[src/design/sfcd_pkg.sv]
`default_nettype none
// ----------------------------------------------------------------------------
// sfcd_pkg
// Shared types and constants for the sync-word frame checksum deframer.
// ----------------------------------------------------------------------------
package sfcd_pkg;

    localparam int FRAME_LEN_DEF = 95;

    localparam logic [7:0]  SYNC_B0    = 8'h66;  // 'f'
    localparam logic [7:0]  SYNC_B1    = 8'h6D;  // 'm'
    localparam logic [7:0]  SYNC_B2    = 8'h69;  // 'i'
    localparam logic [7:0]  SYNC_LAST  = 8'h67;  // 'g'
    localparam logic [23:0] SYNC_PREFIX = {SYNC_B0, SYNC_B1, SYNC_B2};
    localparam logic [15:0] SYNC_SUM   = 16'(SYNC_B0) + 16'(SYNC_B1)
                                       + 16'(SYNC_B2) + 16'(SYNC_LAST);
    localparam logic [7:0]  TRAIL_E    = 8'h65;  // 'e'
    localparam logic [7:0]  TRAIL_D    = 8'h64;  // 'd'
    localparam logic [6:0]  FIRST_POS  = 7'd4;

    typedef enum logic [1:0] {
        ST_HUNT  = 2'b01,
        ST_FRAME = 2'b10
    } t_mode;

    typedef struct packed {
        logic [7:0] frame_byte;
        logic [6:0] byte_offset;
        logic       last_of_frame;
        logic       frame_good;
    } t_result;

    typedef struct packed {
        logic    emit;
        t_result res;
    } t_eng_out;

endpackage
`default_nettype wire

[src/design/sfcd_engine.sv]
`default_nettype none
// ----------------------------------------------------------------------------
// sfcd_engine
// Sync hunt, frame position tracking and checksum/trailer check, one word
// per step.
// ----------------------------------------------------------------------------
module sfcd_engine
    import sfcd_pkg::*;
#(
    parameter int FRAME_LEN = FRAME_LEN_DEF
) (
    input  wire logic       i_clk,
    input  wire logic       i_rst_n,
    input  wire logic       i_step,
    input  wire logic [7:0] i_byte,
    output t_eng_out        o_eng
);

    localparam logic [6:0] POS_CK_LO = 7'(FRAME_LEN - 4);
    localparam logic [6:0] POS_CK_HI = 7'(FRAME_LEN - 3);
    localparam logic [6:0] POS_TR_E  = 7'(FRAME_LEN - 2);
    localparam logic [6:0] POS_LAST  = 7'(FRAME_LEN - 1);

    t_mode       r_mode, n_mode;
    logic [23:0] r_recent, n_recent;
    logic [6:0]  r_pos, n_pos;
    logic [15:0] r_sum, n_sum;
    logic [7:0]  r_ck_lo, n_ck_lo;
    logic        r_tr_ok, n_tr_ok;
    logic        w_last;

    assign w_last = (r_pos >= POS_LAST);

    always_comb begin
        o_eng.emit                  = (r_mode == ST_FRAME);
        o_eng.res.frame_byte        = i_byte;
        o_eng.res.byte_offset       = r_pos;
        o_eng.res.last_of_frame     = w_last;
        o_eng.res.frame_good        = w_last && (r_sum == 16'd0) && r_tr_ok
                                      && (i_byte == TRAIL_D);
    end

    always_comb begin
        n_mode   = r_mode;
        n_recent = r_recent;
        n_pos    = r_pos;
        n_sum    = r_sum;
        n_ck_lo  = r_ck_lo;
        n_tr_ok  = r_tr_ok;
        case (r_mode)
            ST_FRAME: begin
                if (r_pos < POS_CK_LO) begin
                    n_sum = r_sum + 16'(i_byte);
                end else if (r_pos == POS_CK_LO) begin
                    n_ck_lo = i_byte;
                end else if (r_pos == POS_CK_HI) begin
                    // zero exactly when stored word matches the sum
                    n_sum = r_sum ^ {i_byte, r_ck_lo};
                end else if (r_pos == POS_TR_E) begin
                    n_tr_ok = (i_byte == TRAIL_E);
                end
                if (w_last) begin
                    n_mode   = ST_HUNT;
                    n_pos    = 7'd0;
                    n_recent = 24'd0;
                end else begin
                    n_pos = r_pos + 7'd1;
                end
            end
            default: begin
                if (r_recent == SYNC_PREFIX && i_byte == SYNC_LAST) begin
                    n_mode   = ST_FRAME;
                    n_pos    = FIRST_POS;
                    n_sum    = SYNC_SUM;
                    n_ck_lo  = 8'd0;
                    n_tr_ok  = 1'b0;
                    n_recent = 24'd0;
                end else begin
                    n_recent = {r_recent[15:0], i_byte};
                end
            end
        endcase
    end

    always_ff @(posedge i_clk) begin
        if (!i_rst_n) begin
            r_mode   <= ST_HUNT;
            r_recent <= 24'd0;
            r_pos    <= 7'd0;
            r_sum    <= 16'd0;
            r_ck_lo  <= 8'd0;
            r_tr_ok  <= 1'b0;
        end else if (i_step) begin
            r_mode   <= n_mode;
            r_recent <= n_recent;
            r_pos    <= n_pos;
            r_sum    <= n_sum;
            r_ck_lo  <= n_ck_lo;
            r_tr_ok  <= n_tr_ok;
        end
    end

endmodule
`default_nettype wire

[src/design/sync_frame_checksum_deframer_core.sv]
`default_nettype none
// A frame word accepted into the input register shows its result at o_valid once it
// moves into the result register. Throughput: one word per cycle while the result slot
// is free or being taken; hunting words yield no result and pass even while a result waits downstream.
// The input register and the result register each take one word; the sync,
// position and checksum update sits combinationally between them.
// Reset (synchronous, active low) empties both registers and returns to hunting.
// ----------------------------------------------------------------------------
// sync_frame_checksum_deframer_core
// Byte stream deframer: hunts for the sync word, emits frame bytes with their
// offset and flags the last byte good on checksum and trailer match.
// ----------------------------------------------------------------------------
module sync_frame_checksum_deframer_core
    import sfcd_pkg::*;
#(
    parameter int FRAME_LEN = FRAME_LEN_DEF
) (
    input  wire logic       i_clk,
    input  wire logic       i_rst_n,
    input  wire logic       i_valid,
    output logic            o_ready,
    input  wire logic [7:0] i_rx_byte,
    output logic            o_valid,
    input  wire logic       i_ready,
    output logic [7:0]      o_frame_byte,
    output logic [6:0]      o_byte_offset,
    output logic            o_last_of_frame,
    output logic            o_frame_good
);

    logic       r_in_valid;
    logic [7:0] r_in_byte;
    logic       r_out_valid;
    t_result    r_res;
    t_eng_out   w_eng;
    logic       w_move;

    // the held word moves on unless it needs the result slot and that is blocked
    assign w_move  = r_in_valid && (!w_eng.emit || !r_out_valid || i_ready);
    assign o_ready = !r_in_valid || w_move;

    sfcd_engine #(
        .FRAME_LEN (FRAME_LEN)
    ) u_engine (
        .i_clk   (i_clk),
        .i_rst_n (i_rst_n),
        .i_step  (w_move),
        .i_byte  (r_in_byte),
        .o_eng   (w_eng)
    );

    always_ff @(posedge i_clk) begin
        if (!i_rst_n) begin
            r_in_valid  <= 1'b0;
            r_out_valid <= 1'b0;
        end else begin
            if (o_ready) begin
                r_in_valid <= i_valid;
            end
            if (w_move && w_eng.emit) begin
                r_out_valid <= 1'b1;
            end else if (i_ready) begin
                r_out_valid <= 1'b0;
            end
        end
    end

    always_ff @(posedge i_clk) begin
        if (i_valid && o_ready) begin
            r_in_byte <= i_rx_byte;
        end
        if (w_move && w_eng.emit) begin
            r_res <= w_eng.res;
        end
    end

    assign o_valid         = r_out_valid;
    assign o_frame_byte    = r_res.frame_byte;
    assign o_byte_offset   = r_res.byte_offset;
    assign o_last_of_frame = r_res.last_of_frame;
    assign o_frame_good    = r_res.frame_good;

    a_good_on_last: assert property (@(posedge i_clk) disable iff (!i_rst_n)
        o_valid && o_frame_good |-> o_last_of_frame)
        else $error("frame_good raised off the last word");

    a_offset_range: assert property (@(posedge i_clk) disable iff (!i_rst_n)
        o_valid |-> (o_byte_offset >= FIRST_POS)
                    && (o_byte_offset <= 7'(FRAME_LEN - 1)))
        else $error("byte offset outside frame body");

    a_last_at_end: assert property (@(posedge i_clk) disable iff (!i_rst_n)
        o_valid |-> (o_last_of_frame == (o_byte_offset == 7'(FRAME_LEN - 1))))
        else $error("last flag does not match offset");

    a_blocked_holds: assert property (@(posedge i_clk) disable iff (!i_rst_n)
        r_in_valid && w_eng.emit && r_out_valid && !i_ready |=> r_in_valid)
        else $error("held word lost while result slot blocked");

endmodule
`default_nettype wire

[config.mk]
export PLATFORM = sky130hd
export DESIGN_NAME = sync_frame_checksum_deframer_core
export DESIGN_NICKNAME = d
export VERILOG_FILES = /design/src/design/sfcd_pkg.sv /design/src/design/sfcd_engine.sv /design/src/design/sync_frame_checksum_deframer_core.sv
export SDC_FILE = /design/constraint.sdc
export NUM_CORES = 1
export LEC_CHECK = 0
export BUFFER_PORTS_ARGS = -buffer_cell sky130_fd_sc_hd__buf_2
export CAP_MARGIN = 20
export CORE_ASPECT_RATIO = 1.4
export CORE_MARGIN = 10
export CORE_UTILIZATION = 50
export DETAILED_ROUTE_END_ITERATION = 16
export PLACE_DENSITY = 0.74
export SYNTH_ARGS = -nofsm -noshare
export SYNTH_HDL_FRONTEND = slang
export SYNTH_SLANG_ARGS = --single-unit
[constraint.sdc]
create_clock -name i_clk -period 2.3 [get_ports i_clk]
set_input_delay 0.575 -clock i_clk [delete_from_list [all_inputs] [get_ports i_clk]]
set_output_delay 0.575 -clock i_clk [all_outputs]
set_load 0.1 [all_outputs]
==> results of run 1 <==
[metal layers]
metal,vias up,share of wire [%],GRT usage [%],routed length [um]
li1,1634,-,-,-
met1,1578,42,19.7,4120
met2,100,50,27.0,4870
met3,29,5.7,4.91,559
met4,0,2.8,7.69,279
met5,-,0,0,0
[kinds of logic (layout without fill, tap and decap cells)]
family	Yosys count	count (layout)
compound gates	116	116
xor+xnor	16	16
buf+inv	25	87
flops	85	85
simple gates	152	152
fa+ha+maj	13	13
mux	6	6
[flip-flops by register name (all words and copies together) (netlist names)]
register,count
r_in_byte,8
o_last_of_frame,1
o_byte_offset,7
o_valid,1
u_engine.r_pos,7
u_engine.r_sum,16
u_engine.r_ck_lo,8
o_frame_good,1
u_engine.r_tr_ok,1
u_engine.r_mode,2
o_frame_byte,8
u_engine.r_recent,24
r_in_valid,1
[power groups by stage]
stage | sequential (uW) | clock [uW] | combinational (uW)
3_3_place_gp | 1620 | 0 | 153
6_report | 1580 | 1120 | 168
5_1_grt | 1590 | 1210 | 182
3_5_place_dp | 1620 | 0 | 155
4_1_cts | 1590 | 1150 | 156
2_1_floorplan | 1620 | 0 | 81.1
[through the flow]
step	instances	hold WS (ns)	utilization, %
floorplan	413	0.406	-
global placement	555	0.437	57.0
detailed placement	555	0.446	57.0
CTS	571	0.367	59.8
global route	575	0.364	60.6
finish	575	0.385	60.6
[Yosys cell counts, types with 2 or more instances]
| library cell | n | area share (%) |
|---|---|---|
| sky130_fd_sc_hd__dfxtp_1 | 60 | 30 |
| sky130_fd_sc_hd__buf_2 | 2 | 0.25 |
| sky130_fd_sc_hd__nor3_1 | 8 | 1.0 |
| sky130_fd_sc_hd__nand3_1 | 12 | 1.5 |
| sky130_fd_sc_hd__o21ai_0 | 25 | 3.2 |
| sky130_fd_sc_hd__a21boi_1 | 2 | 0.38 |
| sky130_fd_sc_hd__clkbuf_1 | 13 | 1.2 |
| sky130_fd_sc_hd__nor4_1 | 3 | 0.47 |
| sky130_fd_sc_hd__nand4_1 | 3 | 0.47 |
| sky130_fd_sc_hd__or3_1 | 3 | 0.47 |
| sky130_fd_sc_hd__ha_1 | 12 | 3.8 |
| sky130_fd_sc_hd__edfxtp_1 | 25 | 19 |
| sky130_fd_sc_hd__a22o_1 | 8 | 1.8 |
| sky130_fd_sc_hd__nand2_1 | 62 | 5.9 |
| sky130_fd_sc_hd__a41o_1 | 2 | 0.50 |
| sky130_fd_sc_hd__a32oi_1 | 4 | 0.88 |
| sky130_fd_sc_hd__nor2_1 | 28 | 2.6 |
| sky130_fd_sc_hd__a21oi_1 | 38 | 4.8 |
| sky130_fd_sc_hd__and3_1 | 4 | 0.63 |
| sky130_fd_sc_hd__a211oi_1 | 4 | 0.76 |
| sky130_fd_sc_hd__a21o_1 | 4 | 0.76 |
| sky130_fd_sc_hd__and2_1 | 3 | 0.47 |
| sky130_fd_sc_hd__xor2_1 | 7 | 1.5 |
| sky130_fd_sc_hd__nand4b_1 | 4 | 0.88 |
| sky130_fd_sc_hd__o211ai_1 | 4 | 0.76 |
| sky130_fd_sc_hd__a31oi_1 | 6 | 0.95 |
| sky130_fd_sc_hd__nor2b_1 | 2 | 0.32 |
| sky130_fd_sc_hd__inv_1 | 6 | 0.57 |
| sky130_fd_sc_hd__xnor2_1 | 9 | 2.0 |
| sky130_fd_sc_hd__buf_6 | 2 | 0.57 |
| sky130_fd_sc_hd__nor4b_1 | 2 | 0.44 |
| sky130_fd_sc_hd__mux2i_1 | 5 | 1.3 |
| sky130_fd_sc_hd__nand2b_1 | 6 | 0.95 |
| sky130_fd_sc_hd__a311oi_2 | 2 | 0.76 |
| sky130_fd_sc_hd__a22oi_1 | 3 | 0.57 |
[critical path: cells and delay by family (launching register included)]
kind                     cells  cell delay (ns)
multiplexers                 1             0.21
AO/OA/AOI/OAI                5             1.08
flip-flops                   1             0.48
adder cells (fa/ha/maj)      1             0.36
[what timing repair did]
item	in CTS	in global routing
gates resized for setup	1	9
hold buffers	0	0
buffers inserted	0	4
pin swaps	0	3
endpoints found under the setup margin	1	39
[cells in the final DEF (no fill, tap or decap), types with 6 or more instances in the layout]
master / instances
sky130_fd_sc_hd__xor2_1: 7
sky130_fd_sc_hd__a22o_1: 8
sky130_fd_sc_hd__inv_1: 6
sky130_fd_sc_hd__xnor2_1: 9
sky130_fd_sc_hd__clkbuf_8: 10
sky130_fd_sc_hd__o21ai_0: 23
sky130_fd_sc_hd__ha_1: 10
sky130_fd_sc_hd__dfxtp_1: 59
sky130_fd_sc_hd__a21oi_1: 38
sky130_fd_sc_hd__nand2b_1: 6
sky130_fd_sc_hd__nor3_1: 7
sky130_fd_sc_hd__nand3_1: 11
sky130_fd_sc_hd__nand2_1: 62
sky130_fd_sc_hd__nor2_1: 27
sky130_fd_sc_hd__buf_2: 30
sky130_fd_sc_hd__edfxtp_1: 25
sky130_fd_sc_hd__buf_4: 32
[worst max-delay path by stage]
stage / to / slack, ns / cells past startpoint
floorplan: u_engine.r_sum[10] / 0.04 / 8
global placement: u_engine.r_sum[13] / 0.06 / 7
detailed placement: u_engine.r_sum[9] / 0.005 / 7
CTS: u_engine.r_sum[10] / 0.01 / 8
global route: u_engine.r_sum[13] / -0.01 / 7
finish: u_engine.r_sum[9] / 0.05 / 7
[layout make-up]
| type | count | area share [%] |
|---|---|---|
| inverter | 7 | 0.560 |
| clock buffer | 14 | 3.70 |
| clock inverter | 2 | 0.826 |
| sequential | 85 | 41.6 |
| tap | 100 | 2.66 |
| timing repair buffer | 64 | 9.17 |
| multi-input combinational | 303 | 41.5 |
==> metrics.txt, run 1 <==
status=finished clean; Sequential cell area=between 1500 and 2000 um2; overall power=2880 uW; vias per std cell=roughly 5.8; antenna violations before repair=0; share of layout cells above drive strength 1=21.1%; combinational family with the most area after synthesis=simple AND/OR/NAND/NOR gates; All-Layer GR Usage=between 10% and 20%; DRT antenna net count=0; EDFF count, synth=25; critical path capture point type=flop; I/O pin cnt=31; post-synthesis mux area share=roughly 1.5%; Final Max Tran Viols=0; proportion of power drawn by flip-flops and latches=around 55%; worst-path fanout max=4; Max Buffers Root-to-Sink=2; vias after detailed routing=~3300; reg2reg path depth=7; remaining global-route overflow=0; CTS H-tree depth=3; total of endpoints with negative setup slack in the final report=0; # port buffers=30; clock tree skew after final layout=0.0120 ns; switching part of the total power=around 22%; clock insertion delay at the later pin of the skew report=between 0.3 and 0.4 ns; Comb power frac=a little under 6%; critical path startpoint category=flop; Synth Net Count=approximately 440; routed wire length=between 9000 and 10000 um; full die area=about 12000 um2; cell seen most often among critical-path stages=sky130_fd_sc_hd__o21ai_0; internal power consumption=2230 uW; startpoint of the lowest-slack register-to-register path=r_in_byte[1]; net count of the finished layout=a little under 500; worst hold path endpoint=r_in_byte[2]; launching element of the worst setup path=r_in_byte[1]; Yosys warnings=0; worst slack at placement=between 0.004 and 0.005 ns; area of the multi-input gates=between 1500 and 2000 um2; slowest stage cell on the critical path=sky130_fd_sc_hd__edfxtp_1; classification of the worst setup path=reg2reg; area of the placeable core=about 7700 um2; drt wl/cell=about 17 um; synthesized area=3970 um2; synthesized-area fraction occupied by ao, oa, aoi and oai cells=a little under a fifth; Horiz. Die Dim=95.3 um; source of the worst hold timing path=i_rx_byte[2]; clock-pin slew on the worst setup and hold paths=about 0.080 ns; post-synthesis register bit count=85; antenna fix cells=0; Avg Cell Area, Syn=9.61 um2; number of failing hold endpoints at the final stage=0; number of violations reported at the end of detailed-routing iteration 0=around 220; largest net degree at the start of global routing=25; post-detailed-placement cell area=around 4400 um2; number of buffers created by CTS=9; effective utilization at floorplan=a little over 50%; FILL cells=approximately 650; least setup slack across all paths after layout=between 0.05 and 0.06 ns; Critical Path AT=2.50 ns; xor/xnor cell area share of the yosys netlist=~3.5%; critical path data required time=2.55 ns; final design area excluding fillers=about 4700 um2; worst-path cell chain=ha_1 -> a211oi_2 -> o21ai_0 -> a41o_1 -> a31oi_2 -> mux2i_1 -> o21ai_0; Psw=around 650 uW; type of the most critical hold path=in2reg; fraction of synthesis flops using an asynchronous set or reset pin=0%; adder-cell share of the synthesized area=under 10%; count of distinct cell types in the synthesized netlist=65; first-pass iteration count of the detailed router=4; Clock Root Buffer=sky130_fd_sc_hd__clkbuf_8; gate count after technology mapping=413; sequential-to-total area share from yosys stat=49.2%; largest incremental delay on the critical path=approximately 0.48 ns; Placement Rows=38; most common flop cell mapped by yosys=sky130_fd_sc_hd__dfxtp_1; Clock power frac=39.1%; highest ir drop seen on vdd=approximately 0.40 mV; Worst Hold Depth=1; max frequency=between 0.4 and 0.5 GHz; simple-gate share of the synthesized area=between 15 and 20%; crit share post-route=just under 100%; total negative slack for setup checks=0 ns; P&R area growth vs syn=18.3%; Worst-Margin Slew=slightly below 0.9 ns; worst-case register-to-register setup slack=about 0.054 ns; final worst path period need=around 2.2 ns; final estimated routing congestion in global placement=0.925; number of global-route vias before repair=roughly 3300; estimated wirelength of the detail-placed design=approximately 7100 um; die outline height=125 um; worst slew slack as a fraction of its limit=42.0%; global-route wire length before repair=16000 um; leakage power figure=about 0.0018 uW; clock net sink count=85; CTS tree=built; power per unit of standard cell area=~610 nW/um2; number of maximum-capacitance constraint violations=0; capture point of the worst reg-to-reg path=u_engine.r_sum[9]; remaining routing DRC violations=0
No activity file was read; power rests on OpenSTA's default activity.
==> run 2, diff against run 1 <==
Settings changed: ABC_AREA from default to 1.
==> metrics.txt, run 2 <==
status=finished clean; vias after detailed routing=~3700; Clock Root Buffer=sky130_fd_sc_hd__clkbuf_16; P&R area growth vs syn=14.3%; remaining routing DRC violations=0; critical path startpoint category=flop; routed wire length=between 10000 and 15000 um; overall power=approximately 3200 uW; area of the placeable core=around 8200 um2; share of layout cells above drive strength 1=approximately 15%; number of maximum-capacitance constraint violations=0; global-route wire length before repair=between 15000 and 20000 um; highest-count cells in the layout ignoring fill and taps=129 x sky130_fd_sc_hd__nand2_1, 80 x sky130_fd_sc_hd__nor2_1, 59 x sky130_fd_sc_hd__dfxtp_1; crit share post-route=between 80% and 90%; type of the most critical hold path=in2reg; clock-pin slew on the worst setup and hold paths=around 0.07 ns; estimated wirelength of the detail-placed design=between 7000 and 8000 um; registers with the most flip-flops=u_engine.r_recent x24, u_engine.r_sum x16; Horiz. Die Dim=about 98 um; number of buffers created by CTS=9; Placement Rows=39; slowest stage cell on the critical path=sky130_fd_sc_hd__edfxtp_1; CTS tree=built; I/O pin cnt=31; fraction of synthesis flops using an asynchronous set or reset pin=0%; most frequently used cell type in the post-synthesis netlist=sky130_fd_sc_hd__nand2_1; remaining global-route overflow=0; worst slack at placement=roughly 0.28 ns; count of distinct cell types in the synthesized netlist=37; Final Max Tran Viols=0; sequential-to-total area share from yosys stat=a little under half; EDFF count, synth=25; portion of synthesized cell area occupied by the leading cell type=between 20% and 30%; top register by number of flip-flops=u_engine.r_recent; total negative slack for setup checks=0 ns; final estimated routing congestion in global placement=between 0.9 and 1; most common flop cell mapped by yosys=sky130_fd_sc_hd__dfxtp_1; cell type with the highest aggregate area in the netlist=sky130_fd_sc_hd__dfxtp_1; cell total after placement=a little under 700; critical path data required time=roughly 2.5 ns; Max Buffers Root-to-Sink=2; All-Layer GR Usage=16.4%; worst-case register-to-register setup slack=around 0.28 ns; gate count after technology mapping=about 550; clock tree skew after final layout=~0.011 ns; clock insertion delay at the later pin of the skew report=around 0.34 ns; cell seen most often among critical-path stages=sky130_fd_sc_hd__nand2_1; leakage power figure=around 0.0021 uW; number of failing hold endpoints at the final stage=0; Yosys warnings=0; net count of the finished layout=just over 600; number of setup buffers added after CTS=0; antenna violations before repair=0; first-pass iteration count of the detailed router=5; number of standard cells in the final layout excluding fillers=roughly 700; worst hold margin=roughly 0.41 ns; largest net degree at the start of global routing=27; main area contributors after synthesis=sky130_fd_sc_hd__dfxtp_1 28%, sky130_fd_sc_hd__edfxtp_1 18%, sky130_fd_sc_hd__nand2_1 11%, sky130_fd_sc_hd__nor2_1 7.1%, sky130_fd_sc_hd__a21oi_1 4.7%; top cells by count, synth=129 x sky130_fd_sc_hd__nand2_1, 80 x sky130_fd_sc_hd__nor2_1, 60 x sky130_fd_sc_hd__dfxtp_1, 50 x sky130_fd_sc_hd__inv_1, 40 x sky130_fd_sc_hd__a21oi_1; DRT antenna net count=0; power per unit of standard cell area=between 600 and 700 nW/um2; largest incremental delay on the critical path=roughly 0.48 ns; classification of the worst setup path=reg2reg; post-synthesis register bit count=85; clock net sink count=between 80 and 90; least setup slack across all paths after layout=about 0.28 ns; worst-path fanout max=4; # port buffers=30; drt wl/cell=~15 um; Critical Path AT=approximately 2.3 ns; number of global-route vias before repair=around 3600; critical path capture point type=flop; Synth Net Count=between 500 and 600; CTS H-tree depth=3; die outline height=about 130 um; final worst path period need=around 2.0 ns; max frequency=just under 0.5 GHz; synthesized area=approximately 4200 um2; full die area=between 10000 and 15000 um2; number of violations reported at the end of detailed-routing iteration 0=roughly 190; Worst-Margin Slew=0.497 ns; CTS Hold Bufs=0; vias per std cell=~5.3; setup repair after global routing missed its margin=false; leading cell type in the layout, fill and taps excluded=sky130_fd_sc_hd__nand2_1; cells resized by post-CTS repair=0; antenna fix cells=0; effective utilization at floorplan=between 50% and 60%; FILL cells=750; Avg Cell Area, Syn=just under 8 um2; total of endpoints with negative setup slack in the final report=0; worst slew slack as a fraction of its limit=about two thirds; worst-path cell chain=ha_1 -> nand3_1 -> nand2_1 -> nand3_1 -> nand2_1 -> nand2_1 -> nand2_1 -> nand2_1 -> nand2_1 -> nand3_1 -> nand2_1 -> nor2_1; max reg flops=24; highest ir drop seen on vdd=about 0.53 mV
[run 2: stage by stage]
step	cell area (um2)	utilization (%)
global placement	4560	55.3
CTS	4850	58.8
detailed placement	4560	55.3
finish	4850	58.8
floorplan	4260	-
global route	4850	58.8
[run 2: worst max-delay path, delay by kind of cell (launching register included)]
family	cells	cell delay, ns
flip-flops	1	0.48
AND/OR/NAND/NOR	11	1.01
adder cells (fa/ha/maj)	1	0.41
[run 2: cells by family (layout without fill, tap and decap cells)]
kind of cell    count (synthesis)  after routing  share of synthesized area [%]
simple gates                  287            287                           30.2
flops                          85             85                           46.0
compound gates                 77             77                           9.49
buf+inv                        73            119                           7.46
xor+xnor                       14             14                           2.89
fa+ha+maj                      13             13                           4.01
[run 2: cell type report]
class	count	area (um2)	area share, %
well taps	102	128	2.63
multi-input cells	391	1980	40.7
repair buffers	45	275	5.67
inverters	58	225	4.64
clock buffers	10	229	4.72
clock inverters	6	63.8	1.32
flip-flops and latches	85	1960	40.3
[run 2: power by group]
part / switching (uW) / internal, uW
Clock: 577 / 839
Combinational: 126 / 75.7
Sequential: 31.1 / 1580
[run 2: per-layer routing]
layer,part of all wire [%],global-route usage [%],wire (um),vias up
met3,5.5,4.52,566,35
met2,51,29.5,5200,116
li1,-,-,-,1870
met4,4.3,9.78,444,0
met1,39,16.7,4030,1696
met5,0,0,0,-
[run 2: worst paths after layout]
| path | to | depth (start not counted) | startpoint |
|---|---|---|---|
| worst max-delay path | u_engine.r_sum[13] | 12 | r_in_byte[2] |
| worst min-delay path | r_in_byte[5] | 1 | i_rx_byte[5] |
| worst max register to register | u_engine.r_sum[13] | 12 | r_in_byte[2] |
| worst min register to register | o_byte_offset[4] | 0 | u_engine.r_pos[4] |
